<file path="config.mk">
export PLATFORM = sky130hd
export DESIGN_NAME = apc_ctrl
export DESIGN_NICKNAME = d
export VERILOG_FILES = /design/src/rtl/core/apc_pkg.sv /design/src/rtl/core/apc_ctrl.sv
export SDC_FILE = /design/constraint.sdc
export NUM_CORES = 1
export LEC_CHECK = 0
export BUFFER_PORTS_ARGS = -buffer_cell sky130_fd_sc_hd__clkbuf_2
export CAP_MARGIN = 20
export CORE_AREA = 2 2 39 41
export DETAILED_ROUTE_END_ITERATION = 8
export DIE_AREA = 0 0 41 43
export HOLD_SLACK_MARGIN = 0.1
export PLACE_DENSITY = 0.65
export SYNTH_ARGS = -nofsm -noshare
export SYNTH_HDL_FRONTEND = slang
export SYNTH_SLANG_ARGS = --single-unit
</file>
<file path="constraint.sdc">
create_clock -name clk -period 1.4 [get_ports clk]
set_input_delay 0.07 -clock clk [delete_from_list [all_inputs] [get_ports clk]]
set_output_delay 0.07 -clock clk [all_outputs]
set_load 0.01 [all_outputs]
</file>
<file path="src/rtl/core/apc_pkg.sv">
// shared constants, types and datapath commands of the articulation point counter
package apc_pkg;

  localparam int VERT_W    = 10;
  localparam int VERTS     = 1 << VERT_W;
  localparam int SLOT_AW   = 13;
  localparam int SLOT_CAP  = 1 << SLOT_AW;
  localparam int LINK_W    = SLOT_AW + 1;
  localparam int SP_W      = VERT_W + 1;
  localparam int STACK_W   = VERT_W + LINK_W;
  localparam int PADDR_W   = 3;

  localparam logic REG_VERTEX_COUNT = 1'b0;
  localparam logic REG_ROOT_VERTEX  = 1'b1;

  typedef enum logic [3:0] {
    OP_NOP,
    OP_ACCEPT,
    OP_EDGE_A,
    OP_EDGE_B,
    OP_ROOT,
    OP_HEAD,
    OP_SLOT_RD,
    OP_NB,
    OP_DEC,
    OP_POP_RD,
    OP_POP,
    OP_FIN,
    OP_SWEEP,
    OP_EMIT
  } dp_op_t;

  typedef struct packed {
    dp_op_t op;
  } dp_cmd_t;

  typedef struct packed {
    logic link_zero;
    logic sp_one;
    logic last_edge;
    logic sweep_last;
    logic out_busy;
  } dp_stat_t;

endpackage

</file>
<file path="src/rtl/core/apc_ctrl.sv">
// sequencer for edge loading, depth-first walk, mark sweep and result hand-off
module apc_ctrl import apc_pkg::*; (
  input  logic     clk,
  input  logic     rst,
  input  logic     in_valid,
  output logic     in_ready,
  input  dp_stat_t stat,
  output dp_cmd_t  cmd
);

  typedef enum logic [3:0] {
    S_SWEEP,
    S_TAIL,
    S_WAIT,
    S_IDLE,
    S_EDGE_A,
    S_EDGE_B,
    S_ROOT,
    S_HEAD,
    S_TEST,
    S_NB,
    S_DEC,
    S_POP,
    S_FIN
  } state_t;

  state_t state;
  state_t state_next;
  logic   emit;

  assign in_ready = (state == S_IDLE);

  always_comb begin
    state_next = state;
    cmd.op     = OP_NOP;
    case (state)
      S_SWEEP: begin
        cmd.op = OP_SWEEP;
        if (stat.sweep_last) state_next = S_TAIL;
      end
      S_TAIL: state_next = emit ? S_WAIT : S_IDLE;
      S_WAIT: if (!stat.out_busy) begin
        cmd.op     = OP_EMIT;
        state_next = S_IDLE;
      end
      S_IDLE: if (in_valid) begin
        cmd.op     = OP_ACCEPT;
        state_next = S_EDGE_A;
      end
      S_EDGE_A: begin
        cmd.op     = OP_EDGE_A;
        state_next = S_EDGE_B;
      end
      S_EDGE_B: begin
        cmd.op     = OP_EDGE_B;
        state_next = stat.last_edge ? S_ROOT : S_IDLE;
      end
      S_ROOT: begin
        cmd.op     = OP_ROOT;
        state_next = S_HEAD;
      end
      S_HEAD: begin
        cmd.op     = OP_HEAD;
        state_next = S_TEST;
      end
      S_TEST: begin
        if (!stat.link_zero) begin
          cmd.op     = OP_SLOT_RD;
          state_next = S_NB;
        end else if (stat.sp_one) begin
          state_next = S_FIN;
        end else begin
          cmd.op     = OP_POP_RD;
          state_next = S_POP;
        end
      end
      S_NB: begin
        cmd.op     = OP_NB;
        state_next = S_DEC;
      end
      S_DEC: begin
        cmd.op     = OP_DEC;
        state_next = S_TEST;
      end
      S_POP: begin
        cmd.op     = OP_POP;
        state_next = S_TEST;
      end
      S_FIN: begin
        cmd.op     = OP_FIN;
        state_next = S_SWEEP;
      end
      default: state_next = S_IDLE;
    endcase
  end

  always_ff @(posedge clk) begin
    if (rst) begin
      state <= S_SWEEP;
      emit  <= 1'b0;
    end else begin
      state <= state_next;
      // clearing pass after reset gives no result
      if (state == S_FIN) emit <= 1'b1;
      else if (state == S_TAIL) emit <= emit;
      else if (state == S_IDLE) emit <= 1'b0;
    end
  end

  a_fin_root_only: assert property (@(posedge clk) disable iff (rst)
    (state == S_FIN) |-> stat.sp_one)
    else $error("walk finished with vertices on the stack");

endmodule

</file>
==> metrics <==
Leak=0.330 nW; Initial Util=34.9%; Reg clk slew, reported paths=0.04 ns; Rel. slew slack=80.0%; Post-DP Area=573 um2; drt drc=0; yosys warns=0; CP Launch Type=flop; DR WL/cell=13.5 um; H-tree Lvls=1; Peak VDD IR=0.000547 V; Setup CP Type=flop to primary output; vias=631; post-route ant nets=0; layout cell share with drive strength beyond 1=43.8%; critical path data required time=1.33 ns; switch share=39.2%; final slew viol count=0; antenna violations before repair=0; Top FF cell, synth=dfxtp_1; Top Ports=13; Final Cell Area=732 um2; clk_lat worst skew=0.24 ns; die area=1760 um2; clk buf depth=2; PortBufs=12; sequential area share after synthesis=20.7%; combinational share of power=56.7%; largest net degree at the start of global routing=14; Die Ht=43 um; Synth Cell Area=483 um2; gpl congestion=0.840; top cell type's share of synthesized area=20.7%; GRT overflow=0; DP Wirelength=956 um; Clk network pwr share=18.5%; # rows=14; Hold Crit Class=input port to flop; depth of the most critical reg-to-reg path=4; Min Clock Period, post-route=1.36 ns; root buffer cell=clkbuf_4; peak fanout along the critical path=8; Achievable Freq=737 MHz; Routed WL=1510 um; asr flop ratio synth=0%; Via density=5.63; pwr dens=1190 nW/um2; Diodes inserted=0; Post-Syn Area per Cell=6.62 um2; actual slew at the worst max-slew pin=0.296 ns; Synth Instances=73; CTS sink cnt=5; EDFF count, synth=0; critical path endpoint category=primary output; total iterations of the first detailed-routing run=4; Period Utilization, post-route=96.9%; Die Span X=41 um; Syn Nets=81; Core Footprint=1380 um2; Tot GR Track Use=16.8%; Setup-failing EPs final=0; # nets final=105; cts bufs inserted=3; vias in the first global route=518; pre-CTS setup slack=0.0292 ns; Cell Int Power=0.527 mW; Max Cap Violations=0; first-pass GRT wire length=2000 um; Fin. Hold Viols=0; part of the power in registers=24.8%; Overall Power=0.868 mW; initial DRC count=33; CTS tree=done; Synth area leaders=dfxtp_1 (21%), a21oi_1 (10%), o21ai_0 (10%); Synth-to-Final Area Change=51.6%; Synth cell types=26; TNS Setup=0 ns; post-synth top area cell=dfxtp_1; Arrival @ worst endpoint=1.29 ns; P_sw=0.340 mW; #FFs+latches synth=5; status=completed; Final Skew=0.00203 ns; PnR worst setup slack=0.0428 ns; hold depth=3
per-stage QoR:
step	hold WS (ns)	utilization [%]	cells
3_5_place_dp	0.272	41.4	100
3_3_place_gp	0.269	41.4	100
4_1_cts	0.194	47.0	106
5_1_grt	0.262	52.9	112
6_report	0.219	52.9	112
2_1_floorplan	0.139	-	73
worst max-delay path: stages, from the launching register on:
cell and delay, ns:
dfxtp_4 0.39, inv_2 0.07, o21ai_0 0.19, a21boi_2 0.20, o32ai_2 0.07, buf_2 0.14
final timing paths:
path / to / slack, ns / startpoint
worst max register to register: state[0]$_SDFFE_PP0P_ / 0.06 / state[1]$_SDFFE_PP0P_
worst min-delay path: state[1]$_SDFFE_PP0P_ / 0.22 / stat[1]
worst max-delay path: cmd[3] / 0.04 / state[3]$_SDFFE_PP0P_
worst min register to register: emit$_SDFFE_PP0P_ / 0.49 / emit$_SDFFE_PP0P_
flip-flops by register name (all words and copies together), names as in the netlist:
register	cells
emit	1
state	4
cells in the mapped netlist, drive strengths merged, types with 2 or more instances:
| master | number |
|---|---|
| nand2 | 4 |
| dfxtp | 5 |
| nor2 | 9 |
| a21oi | 10 |
| nor2b | 4 |
| and3 | 2 |
| clkbuf | 2 |
| buf | 4 |
| inv | 6 |
| o32ai | 2 |
| o21ai | 10 |
repair_timing:
| action | CTS | global route |
|---|---|---|
| hold buffers | 2 | 0 |
| cloned | 0 | 1 |
| setup buffers | 0 | 6 |
| hold endpoints to repair | 3 | 0 |
| resized for setup | 15 | 17 |
| pin swaps | 0 | 3 |
| endpoints found under the setup margin | 4 | 4 |
power by group through the flow:
stage / Sequential, mW / Clock, mW / Combinational [mW]
after floorplan: 0.168 / 0 / 0.273
after global placement: 0.206 / 0 / 0.351
after detailed placement: 0.205 / 0 / 0.349
after CTS: 0.218 / 0.172 / 0.370
after global routing: 0.217 / 0.185 / 0.538
final: 0.215 / 0.160 / 0.492
per-layer routing:
metal	global-route usage, %	vias up	share of wire, %
met4	13.3	0	0.53
met5	0	-	0
li1	-	312	-
met3	2.09	2	6.2
met2	25.0	32	51
met1	20.3	285	43
layout make-up:
| class | count | area, um2 |
|---|---|---|
| clock buffers | 4 | 26.3 |
| fillers | 140 | 652 |
| inverters | 6 | 22.5 |
| multi-input cells | 56 | 377 |
| flip-flops and latches | 5 | 113 |
| well taps | 16 | 20.0 |
| repair buffers | 25 | 174 |
logic make-up (layout without fill, tap and decap cells):
logic type	count (synthesis)	after routing	synth area share (%)
AO/OA/AOI/OAI	33	33	43.8
multiplexers	1	1	3.11
buffers and inverters	12	35	10.4
flip-flops	5	5	20.7
AND/OR/NAND/NOR	22	22	22.0
placed cells by master, fill, tap and decap left out, drive strengths merged:
| cell type | synthesis | final |
|---|---|---|
| and4 | 1 | 1 |
| and3 | 2 | 2 |
| a211oi | 1 | 1 |
| buf | 4 | 15 |
| dlygate4sd3 | 0 | 2 |
| nand3 | 1 | 1 |
| o31a | 1 | 1 |
| a31oi | 1 | 1 |
| o211ai | 1 | 1 |
| a22oi | 1 | 1 |
| a2bb2oi | 1 | 1 |
| o211a | 1 | 1 |
| mux2 | 1 | 1 |
| nor2b | 4 | 4 |
| clkbuf | 2 | 12 |
| nor2 | 9 | 9 |
| o21ai | 10 | 10 |
| a221oi | 1 | 1 |
| dfxtp | 5 | 5 |
| o32ai | 2 | 2 |
| nand2 | 4 | 4 |
| o311ai | 1 | 1 |
| nand2b | 1 | 1 |
| a21boi | 1 | 1 |
| inv | 6 | 6 |
| o22ai | 1 | 1 |
| a21oi | 10 | 10 |
No activity file was read; power rests on OpenSTA's default activity.
